$ cat src/rtl/core/excavator_spin_and_actuator_control_assert.svh
// Assertion helpers shared by the excavator control RTL.
// Every macro samples on the rising edge of clk and is disabled while rst_n is low.
`ifndef EXCAVATOR_SPIN_AND_ACTUATOR_CONTROL_ASSERT_SVH
`define EXCAVATOR_SPIN_AND_ACTUATOR_CONTROL_ASSERT_SVH

// The condition holds on every clock edge.
`define ESAC_ASSERT_ALWAYS(label, cond, msg) \
  label: assert property (@(posedge clk) disable iff (!rst_n) (cond)) else $error(msg);

// The consequent holds in the same cycle as the antecedent.
`define ESAC_ASSERT_IMPLY(label, ante, cons, msg) \
  label: assert property (@(posedge clk) disable iff (!rst_n) (ante) |-> (cons)) \
    else $error(msg);

// The consequent holds in the cycle after the antecedent.
`define ESAC_ASSERT_NEXT(label, ante, cons, msg) \
  label: assert property (@(posedge clk) disable iff (!rst_n) (ante) |=> (cons)) \
    else $error(msg);

`endif

$ cat src/rtl/core/esac_pkg.sv
`timescale 1ns / 1ps
package esac_pkg;

  // Potentiometer code width as it arrives on the stream.
  localparam int PosW = 12;

  localparam int InDataW  = 48;
  localparam int OutDataW = 56;

  // Command codes carried in the input tuser.
  typedef enum logic [2:0] {
    ReqTick      = 3'd0,
    ReqSpin      = 3'd1,
    ReqStopSpin  = 3'd2,
    ReqActuate   = 3'd3,
    ReqStopAct   = 3'd4,
    ReqLock      = 3'd5,
    ReqReset     = 3'd6
  } req_t;

  // Configuration register indexes (byte address is four times the index).
  typedef enum logic [2:0] {
    RegSteadyGain = 3'd0,
    RegPlungeGain = 3'd1,
    RegSlowZone   = 3'd2,
    RegRetractLim = 3'd3,
    RegDeployLim  = 3'd4,
    RegFastDuty   = 3'd5,
    RegSlowDuty   = 3'd6,
    RegPotOffset  = 3'd7
  } cfg_reg_t;

  // Actuator motion state.
  typedef enum logic [2:0] {
    ModeIdle    = 3'b001,
    ModeRetract = 3'b010,
    ModeDeploy  = 3'b100
  } act_mode_t;

  // Reported actuator mode codes.
  localparam logic [1:0] ActCodeIdle    = 2'd0;
  localparam logic [1:0] ActCodeRetract = 2'd1;
  localparam logic [1:0] ActCodeDeploy  = 2'd2;

  // Register reset values.
  localparam logic [15:0] SteadyGainRst = 16'd16384;
  localparam logic [15:0] PlungeGainRst = 16'd32767;
  localparam logic [11:0] SlowZoneRst   = 12'd2048;
  localparam logic [11:0] RetractLimRst = 12'd256;
  localparam logic [11:0] DeployLimRst  = 12'd3840;
  localparam logic [14:0] FastDutyRst   = 15'd32767;
  localparam logic [14:0] SlowDutyRst   = 15'd8192;
  localparam logic [11:0] PotOffsetRst  = 12'd0;

  localparam logic signed [17:0] Sat16Max = 18'sh07FFF;
  localparam logic signed [17:0] Sat16Min = -18'sh08000;

  // Clamp an 18-bit signed value into the signed 16-bit range.
  function automatic logic signed [15:0] sat16(input logic signed [17:0] v);
    logic signed [15:0] r;
    if (v > Sat16Max) begin
      r = 16'sh7FFF;
    end else if (v < Sat16Min) begin
      r = 16'sh8000;
    end else begin
      r = v[15:0];
    end
    return r;
  endfunction

  function automatic logic [1:0] mode_code(input act_mode_t m);
    logic [1:0] c;
    case (m)
      ModeRetract: begin
        c = ActCodeRetract;
      end
      ModeDeploy: begin
        c = ActCodeDeploy;
      end
      default: begin
        c = ActCodeIdle;
      end
    endcase
    return c;
  endfunction

endpackage

$ cat src/rtl/core/excavator_spin_and_actuator_control.sv
`timescale 1ns / 1ps
// A request is first captured in the input register; its result is then written to the
// result register, and out_tvalid rises once that register holds it.
// Throughput: one request per cycle while out_tready is high; input and result registers
// let the block take a new request while the previous result still waits for out_tready.
// Reset (rst_n low, synchronous): all motion state clears, the actuator goes idle and the
// configuration registers return to their documented defaults.
module excavator_spin_and_actuator_control #(
  parameter int RAMP_STEP    = 1638,
  parameter int LIMIT_MARGIN = 41,
  parameter int POS_BITS     = 12
) (
  input  logic                            clk,
  input  logic                            rst_n,
  // Command stream.
  input  logic                            in_tvalid,
  output logic                            in_tready,
  // [11:0] left_pos, [23:12] right_pos, [39:24] spin_target, [40] spin_invert,
  // [41] ramp_due, [42] retract_request, [43] lock_request, [47:44] zero
  input  logic [esac_pkg::InDataW-1:0]    in_tdata,
  // [2:0] req_type
  input  logic [2:0]                      in_tuser,
  // Result stream.
  output logic                            out_tvalid,
  input  logic                            out_tready,
  // [15:0] spin_drive, [16] spin_active, [32:17] ramped_speed, [34:33] act_mode,
  // [35] act_pwm_on, [36] act_dir_pin, [51:37] act_drive, [52] lock_held, [55:53] zero
  output logic [esac_pkg::OutDataW-1:0]   out_tdata,
  // Configuration port.
  input  logic                            cfg_psel,
  input  logic                            cfg_penable,
  input  logic                            cfg_pwrite,
  input  logic [4:0]                      cfg_paddr,
  input  logic [31:0]                     cfg_pwdata,
  output logic [31:0]                     cfg_prdata,
  output logic                            cfg_pready
);

  import esac_pkg::*;

  // Positions are masked down to POS_BITS bits before any compare.
  localparam logic [PosW-1:0] PosMask = (POS_BITS >= PosW) ? {PosW{1'b1}} :
                                        PosW'((1 << POS_BITS) - 1);
  localparam logic signed [13:0] LimitMargin = 14'(LIMIT_MARGIN);
  localparam logic signed [17:0] RampStep    = 18'(RAMP_STEP);

  // ------------------------------------------------------------------
  // Configuration registers. Writes are only to be issued while the block is
  // idle (the block does not enforce this), so the datapath may read them directly.
  // ------------------------------------------------------------------
  logic signed [15:0] steady_gain_r, plunge_gain_r;
  logic [11:0]        slow_zone_r, retract_lim_r, deploy_lim_r;
  logic [14:0]        fast_duty_r, slow_duty_r;
  logic signed [11:0] pot_offset_r;
  logic               cfg_wr;
  cfg_reg_t           cfg_sel;

  assign cfg_pready = 1'b1;
  assign cfg_wr     = cfg_psel && cfg_penable && cfg_pwrite && cfg_pready;
  assign cfg_sel    = cfg_reg_t'(cfg_paddr[4:2]);

  always_ff @(posedge clk) begin
    if (!rst_n) begin
      steady_gain_r <= SteadyGainRst;
      plunge_gain_r <= PlungeGainRst;
      slow_zone_r   <= SlowZoneRst;
      retract_lim_r <= RetractLimRst;
      deploy_lim_r  <= DeployLimRst;
      fast_duty_r   <= FastDutyRst;
      slow_duty_r   <= SlowDutyRst;
      pot_offset_r  <= PotOffsetRst;
    end else if (cfg_wr) begin
      case (cfg_sel)
        RegSteadyGain: begin
          steady_gain_r <= cfg_pwdata[15:0];
        end
        RegPlungeGain: begin
          plunge_gain_r <= cfg_pwdata[15:0];
        end
        RegSlowZone: begin
          slow_zone_r <= cfg_pwdata[11:0];
        end
        RegRetractLim: begin
          retract_lim_r <= cfg_pwdata[11:0];
        end
        RegDeployLim: begin
          deploy_lim_r <= cfg_pwdata[11:0];
        end
        RegFastDuty: begin
          fast_duty_r <= cfg_pwdata[14:0];
        end
        RegSlowDuty: begin
          slow_duty_r <= cfg_pwdata[14:0];
        end
        RegPotOffset: begin
          pot_offset_r <= cfg_pwdata[11:0];
        end
        default: begin
        end
      endcase
    end
  end

  // Reads return the raw register bits, zero extended.
  always_comb begin
    case (cfg_sel)
      RegSteadyGain: cfg_prdata = {16'd0, steady_gain_r};
      RegPlungeGain: cfg_prdata = {16'd0, plunge_gain_r};
      RegSlowZone:   cfg_prdata = {20'd0, slow_zone_r};
      RegRetractLim: cfg_prdata = {20'd0, retract_lim_r};
      RegDeployLim:  cfg_prdata = {20'd0, deploy_lim_r};
      RegFastDuty:   cfg_prdata = {17'd0, fast_duty_r};
      RegSlowDuty:   cfg_prdata = {17'd0, slow_duty_r};
      RegPotOffset:  cfg_prdata = {20'd0, pot_offset_r};
      default:       cfg_prdata = 32'd0;
    endcase
  end

  // ------------------------------------------------------------------
  // Handshake. The input register holds one request; it moves into the
  // datapath whenever the result register is empty or being drained.
  // ------------------------------------------------------------------
  logic                  in_valid_r;
  logic [InDataW-1:0]    in_data_r;
  logic [2:0]            in_req_r;
  logic                  out_valid_r;
  logic [OutDataW-1:0]   out_data_r;
  logic                  advance;
  logic                  process;

  assign advance    = !out_valid_r || out_tready;
  assign process    = in_valid_r && advance;
  assign in_tready  = !in_valid_r || advance;
  assign out_tvalid = out_valid_r;
  assign out_tdata  = out_data_r;

  always_ff @(posedge clk) begin
    if (!rst_n) begin
      in_valid_r <= 1'b0;
    end else if (in_tready) begin
      in_valid_r <= in_tvalid;
    end
  end

  always_ff @(posedge clk) begin
    if (in_tvalid && in_tready) begin
      in_data_r <= in_tdata;
      in_req_r  <= in_tuser;
    end
  end

  // ------------------------------------------------------------------
  // Controller state.
  // ------------------------------------------------------------------
  logic signed [15:0] speed_r, speed_nxt;
  logic signed [15:0] drive_r, drive_nxt;
  logic               spinning_r, spinning_nxt;
  logic               locked_r, locked_nxt;
  act_mode_t          mode_r, mode_nxt;
  logic [14:0]        duty_r, duty_nxt;
  logic               dir_r, dir_nxt;
  logic               pwm_r, pwm_nxt;

  // Request fields.
  logic [11:0]        f_left, f_right;
  logic signed [15:0] f_target;
  logic               f_invert, f_ramp_due, f_retract, f_lock;
  req_t               f_req;

  assign f_left     = in_data_r[11:0] & PosMask;
  assign f_right    = in_data_r[23:12] & PosMask;
  assign f_target   = in_data_r[39:24];
  assign f_invert   = in_data_r[40];
  assign f_ramp_due = in_data_r[41];
  assign f_retract  = in_data_r[42];
  assign f_lock     = in_data_r[43];
  assign f_req      = req_t'(in_req_r);

  // Positions: the right pot is offset-corrected, then upper and lower
  // are the max and min of the two sides. 14 bits signed hold every case.
  logic signed [13:0] left_s, right_s, upper, lower;
  logic signed [13:0] rlim, dlim, szone;
  logic               at_retract_lim, at_deploy_lim, in_slow_zone;
  logic               tick_retract_stop, tick_deploy_stop;

  assign left_s  = $signed({2'b00, f_left});
  assign right_s = $signed({2'b00, f_right}) - $signed({{2{pot_offset_r[11]}}, pot_offset_r});
  assign upper   = (left_s > right_s) ? left_s : right_s;
  assign lower   = (left_s < right_s) ? left_s : right_s;
  assign rlim    = $signed({2'b00, retract_lim_r & PosMask});
  assign dlim    = $signed({2'b00, deploy_lim_r & PosMask});
  assign szone   = $signed({2'b00, slow_zone_r & PosMask});

  assign at_retract_lim    = lower <= rlim;
  assign at_deploy_lim     = upper >= dlim;
  assign in_slow_zone      = lower >= szone;
  // Ticks only stop the actuator once a limit is overrun by the margin.
  assign tick_retract_stop = lower <= (rlim - LimitMargin);
  assign tick_deploy_stop  = upper >= (dlim + LimitMargin);

  // Spin path: target (optionally negated), ramp toward it, then scale.
  logic signed [15:0] target_adj;
  logic signed [16:0] diff;
  logic [16:0]        mag;
  logic signed [17:0] speed_up, speed_dn;
  logic signed [15:0] speed_ramped;
  logic signed [15:0] gain;
  logic signed [31:0] prod;
  logic signed [32:0] prod_rnd;
  logic signed [15:0] pwr;
  logic [16:0]        cur_mag;
  logic               drive_grows;

  always_comb begin
    if (f_invert) begin
      target_adj = (f_target == 16'sh8000) ? 16'sh7FFF : -f_target;
    end else begin
      target_adj = f_target;
    end
  end

  assign diff     = $signed({target_adj[15], target_adj}) - $signed({speed_r[15], speed_r});
  assign mag      = diff[16] ? 17'(-diff) : 17'(diff);
  assign speed_up = $signed({{2{speed_r[15]}}, speed_r}) + RampStep;
  assign speed_dn = $signed({{2{speed_r[15]}}, speed_r}) - RampStep;

  always_comb begin
    if (!f_ramp_due) begin
      speed_ramped = speed_r;
    end else if ($signed({1'b0, mag}) * 2 < RampStep) begin
      // Close enough: snap straight to the target.
      speed_ramped = target_adj;
    end else if (!diff[16]) begin
      speed_ramped = sat16(speed_up);
    end else begin
      speed_ramped = sat16(speed_dn);
    end
  end

  // Steady gain once fully deployed, plunge gain otherwise. The product
  // is rounded half up to Q1.15 and saturated.
  assign gain     = at_deploy_lim ? steady_gain_r : plunge_gain_r;
  assign prod     = speed_ramped * gain;
  assign prod_rnd = $signed({prod[31], prod}) + 33'sd16384;
  assign pwr      = sat16(prod_rnd[32:15]);

  // A held lock only lets the drive magnitude grow.
  assign cur_mag     = drive_r[15] ? 17'(-$signed({drive_r[15], drive_r})) : {1'b0, drive_r};
  assign drive_grows = $signed({1'b0, cur_mag}) < $signed({{2{pwr[15]}}, pwr});

  // Next-state selection by command.
  always_comb begin
    speed_nxt    = speed_r;
    drive_nxt    = drive_r;
    spinning_nxt = spinning_r;
    locked_nxt   = locked_r;
    mode_nxt     = mode_r;
    duty_nxt     = duty_r;
    dir_nxt      = dir_r;
    pwm_nxt      = pwm_r;
    case (f_req)
      ReqTick: begin
        if (mode_r == ModeRetract) begin
          if (tick_retract_stop) begin
            mode_nxt = ModeIdle;
            duty_nxt = '0;
            dir_nxt  = 1'b0;
            pwm_nxt  = 1'b0;
          end else begin
            duty_nxt = fast_duty_r;
          end
        end else if (mode_r == ModeDeploy) begin
          if (tick_deploy_stop) begin
            mode_nxt = ModeIdle;
            duty_nxt = '0;
            dir_nxt  = 1'b0;
            pwm_nxt  = 1'b0;
          end else begin
            duty_nxt = in_slow_zone ? slow_duty_r : fast_duty_r;
          end
        end
      end
      ReqSpin: begin
        speed_nxt = speed_ramped;
        if (!locked_r || drive_grows) begin
          spinning_nxt = 1'b1;
          drive_nxt    = pwr;
        end
      end
      ReqStopSpin: begin
        if (spinning_r && !locked_r) begin
          spinning_nxt = 1'b0;
          speed_nxt    = '0;
          drive_nxt    = '0;
        end
      end
      ReqActuate: begin
        if (f_retract) begin
          if (at_retract_lim) begin
            mode_nxt = ModeIdle;
            duty_nxt = '0;
            dir_nxt  = 1'b0;
            pwm_nxt  = 1'b0;
          end else if (mode_r != ModeRetract) begin
            mode_nxt = ModeRetract;
            dir_nxt  = 1'b1;
            pwm_nxt  = 1'b1;
            duty_nxt = fast_duty_r;
          end
        end else begin
          if (at_deploy_lim) begin
            mode_nxt = ModeIdle;
            duty_nxt = '0;
            dir_nxt  = 1'b0;
            pwm_nxt  = 1'b0;
          end else if (mode_r != ModeDeploy) begin
            mode_nxt = ModeDeploy;
            dir_nxt  = 1'b0;
            pwm_nxt  = 1'b1;
            duty_nxt = in_slow_zone ? slow_duty_r : fast_duty_r;
          end
        end
      end
      ReqStopAct: begin
        mode_nxt = ModeIdle;
        duty_nxt = '0;
        dir_nxt  = 1'b0;
        pwm_nxt  = 1'b0;
      end
      ReqLock: begin
        locked_nxt = f_lock;
      end
      ReqReset: begin
        speed_nxt    = '0;
        drive_nxt    = '0;
        spinning_nxt = 1'b0;
        locked_nxt   = 1'b0;
        mode_nxt     = ModeIdle;
        duty_nxt     = '0;
        dir_nxt      = 1'b0;
        pwm_nxt      = 1'b0;
      end
      default: begin
        // Unknown command: state is reported unchanged.
      end
    endcase
  end

  always_ff @(posedge clk) begin
    if (!rst_n) begin
      speed_r    <= '0;
      drive_r    <= '0;
      spinning_r <= 1'b0;
      locked_r   <= 1'b0;
      mode_r     <= ModeIdle;
      duty_r     <= '0;
      dir_r      <= 1'b0;
      pwm_r      <= 1'b0;
    end else if (process) begin
      speed_r    <= speed_nxt;
      drive_r    <= drive_nxt;
      spinning_r <= spinning_nxt;
      locked_r   <= locked_nxt;
      mode_r     <= mode_nxt;
      duty_r     <= duty_nxt;
      dir_r      <= dir_nxt;
      pwm_r      <= pwm_nxt;
    end
  end

  // Result register: the state after the command, packed for the stream.
  always_ff @(posedge clk) begin
    if (!rst_n) begin
      out_valid_r <= 1'b0;
    end else if (advance) begin
      out_valid_r <= in_valid_r;
    end
  end

  always_ff @(posedge clk) begin
    if (process) begin
      out_data_r <= {3'd0, locked_nxt, duty_nxt, dir_nxt, pwm_nxt, mode_code(mode_nxt),
                     speed_nxt, spinning_nxt, drive_nxt};
    end
  end

  `include "excavator_spin_and_actuator_control_assert.svh"

  `ESAC_ASSERT_IMPLY(a_idle_quiet, mode_r == ModeIdle, !pwm_r && !dir_r && duty_r == '0,
                     "idle actuator is still driven")
  `ESAC_ASSERT_IMPLY(a_moving_pwm, mode_r != ModeIdle,
                     pwm_r && (dir_r == (mode_r == ModeRetract)),
                     "moving actuator has wrong pwm or direction")
  `ESAC_ASSERT_ALWAYS(a_drive_needs_spin, spinning_r || drive_r == '0,
                      "spin drive nonzero while stopped")
  `ESAC_ASSERT_NEXT(a_hold_stalled, in_valid_r && !advance, in_valid_r,
                    "stalled request dropped from input register")

endmodule

$ cat config.mk
export PLATFORM = sky130hd
export DESIGN_NAME = excavator_spin_and_actuator_control
export DESIGN_NICKNAME = d
export VERILOG_FILES = /design/src/rtl/core/esac_pkg.sv /design/src/rtl/core/excavator_spin_and_actuator_control.sv
export VERILOG_INCLUDE_DIRS = /design/src /design/src/rtl/core
export SDC_FILE = /design/constraint.sdc
export NUM_CORES = 2
export LEC_CHECK = 0
export BUFFER_PORTS_ARGS = -buffer_cell sky130_fd_sc_hd__buf_2
export CORE_ASPECT_RATIO = 1.1
export CORE_UTILIZATION = 45
export DETAILED_ROUTE_END_ITERATION = 8
export PLACE_DENSITY = 0.66
export SETUP_SLACK_MARGIN = 0.2
export SLEW_MARGIN = 25
export SYNTH_ARGS = -nofsm -noshare
export SYNTH_HDL_FRONTEND = slang
export SYNTH_SLANG_ARGS = --single-unit
$ cat constraint.sdc
create_clock -name clk -period 42 [get_ports clk]
set_clock_uncertainty 0.15 [all_clocks]
set_input_delay 4.2 -clock clk [delete_from_list [all_inputs] [get_ports clk]]
set_output_delay 4.2 -clock clk [all_outputs]
set_load 0.01 [all_outputs]
==> flow_summary.toml <==
[cts]
cts_made_buffers = 30
clk_pin_slew_ns = 0.06
hold_buffers = 0
clock-root-buffer = "clkbuf_16"
cts_setup_buffers = 0
cts_htree_levels = 1
clkSinkCount = 266
clock_path_buffers = 3
post_cts_resized = 0
cts_tree = "built"
clock_latency_ns = 0.64

[timing]
fmax_mhz = 54.0
setup_viol = 0
hold_violations = 0
timing.slew.headroom_pct = 27.7
max_slew.worst_pin.slew_ns = 1.08
period_needed_ns = 18.50
rsz0062_at_grt = "no"
slew_violations = 0
tns_ns = 0
finalCritPeriodShare_pct = 44.1

[grt]
grt-ovfl-total = 0
grtUsageTotal_pct = 25.9
antenna_found_initial = 3
grt_pass1_vias = 24200
grt_pass1_wl_um = 133000
grt_max_degree = 64

[yosys]
synth_top_family_by_area = "adder cells"
postSynth.asyncResetShare_pct = 0
yosysTopAreaCell = "fa_1"
synth_area_mm2 = 0.0287
synthFlopType = "dfxtp_1"
ys_warn_count = 0
yosysSeqAreaShare_pct = 22.0
synth_top_cell_area_share_pct = 18.8
ys_seq_elements = 266
synth_cell_types = 98
synthXorXnorAreaFrac_pct = 2.41
syn_avg_cell_area_um2 = 8.39
synth_area_leaders = "fa_1 19%, dfxtp_1 12%, edfxtp_1 10%"
muxShareOfSynthArea_pct = 3.89
synth-adder-area-share_pct = 27.8
synth_cells = 3424
synthSimpleGateAreaFrac_pct = 16.8
synth_edf_count = 100
synth-compound-area-share_pct = 18.2

[setup_path]
slowest_delay_ns = 0.90
cp_common_cell = "a21o_1"
critical-path-slowest-cell = "a2111oi_4"
crit_type = "flop to flop"
required_ns = 42.16
endpoint_kind = "flop"
start_kind = "flop"
reg2reg_slack_ns = 23.50
path_max_fanout = 18
cp.arrival_ns = 18.67

[die]
dieArea_mm2 = 0.0648
die_w_um = 243
chipHeight_um = 267
core_area_mm2 = 0.0627
ioPinCount = 186
initial_core_util_pct = 45.8
rows = 96

[routing]
drt-initial-drc-count = 1848
via_count = 24600
viasPerCell = 5.68
wl_um = 83400
drc = 0
wl_per_cell_um = 19.3
drtAntennaViolNets = 0
first_pass_iters = 6

[finish]
layout_common_cells = "453 x inv_1, 415 x nand2_1, 297 x nor2_1"
multiInputGateArea_mm2 = 0.0200
fill_cells = 6114
utilization_pct = 49.5
area_delta_synth_final_pct = 8.19
fin_nets = 4040
seqCellArea_mm2 = 0.00633
drive_gt1_share_pct = 8.96
final_common_cell = "inv_1"

[placement]
numPortBuffers = 143
dpl.hpwl_um = 64200
gp_routability_congestion = 0.948

[run]
cap_violations = 0

[outcome]
status = "complete, no violations"

[worst_hold_path]
hold_class = "flop to flop"
## flip-flops by register name, indices dropped and copies added, names as in the netlist, 12 cells and up
name / count
deploy_lim_r: 12
drive_r: 16
duty_r: 15
fast_duty_r: 15
in_data_r: 44
out_tdata: 53
plunge_gain_r: 16
pot_offset_r: 12
retract_lim_r: 12
slow_duty_r: 15
slow_zone_r: 12
speed_r: 16
steady_gain_r: 16
## synth_stat cells, types with 56 or more instances
master    count
dfxtp_1     166
o21a_1       56
nand3_1      77
fa_1        269
inv_1       453
ha_1        208
nand2_1     415
a21oi_1     207
o21ai_0     130
edfxtp_1    100
mux2i_1      80
xnor2_1      64
a21o_1       84
nor2_1      298
clkbuf_1    146
## layout make-up
| class | instances | area share [%] |
|---|---|---|
| multi-input combinational | 2530 | 64.3 |
| sequential | 266 | 20.4 |
| clock inverter | 17 | 0.568 |
| clock buffer | 39 | 2.63 |
| inverter | 458 | 5.54 |
| timing repair buffer | 182 | 3.25 |
| tap | 833 | 3.36 |
| antenna | 1 | 0.00806 |
## cell families after synthesis
family | after synthesis
AND/OR/NAND/NOR | 1071
other | 2
AO/OA/AOI/OAI | 779
adder cells (fa/ha/maj) | 477
buffers and inverters | 646
multiplexers | 104
flip-flops | 266
XOR/XNOR | 79
## path summary, 6_finish.rpt
check            startpoint  cells after the start        endpoint
max reg2reg   in_data_r[24]                     58   out_tdata[13]
min reg2reg  slow_zone_r[9]                      2  slow_zone_r[9]
max           in_data_r[24]                     58   out_tdata[13]
min          slow_zone_r[9]                      2  slow_zone_r[9]
## metrics by stage
step                std cells  hold slack [ns]  setup WS (ns)  instance area [µm²]
floorplan                3442            0.286          26.38                28800
global placement         4269            0.291          23.50                30100
detailed placement       4269            0.297          23.44                30100
CTS                      4325            0.305          23.30                31100
global route             4325            0.327          22.35                31100
finish                   4326            0.308          23.50                31100
## critical path, delay by kind of cell, from the launching register on
kind | cells | cell delay [ns]
compound gates | 28 | 7.75
fa+ha+maj | 10 | 4.35
buf+inv | 8 | 1.22
flops | 1 | 0.42
mux | 2 | 0.61
simple gates | 10 | 3.61
## routing by layer
layer	vias to the layer above	GRT usage, %	routed length, µm
met5	-	0	8
met4	2	11.0	3660
met3	165	3.11	5120
met2	796	43.9	39700
met1	12000	33.1	34900
li1	11600	-	-
Power is left out: the tool's default activity adds up to more than one toggle a clock period on the data nets, which glitch-free logic cannot reach.
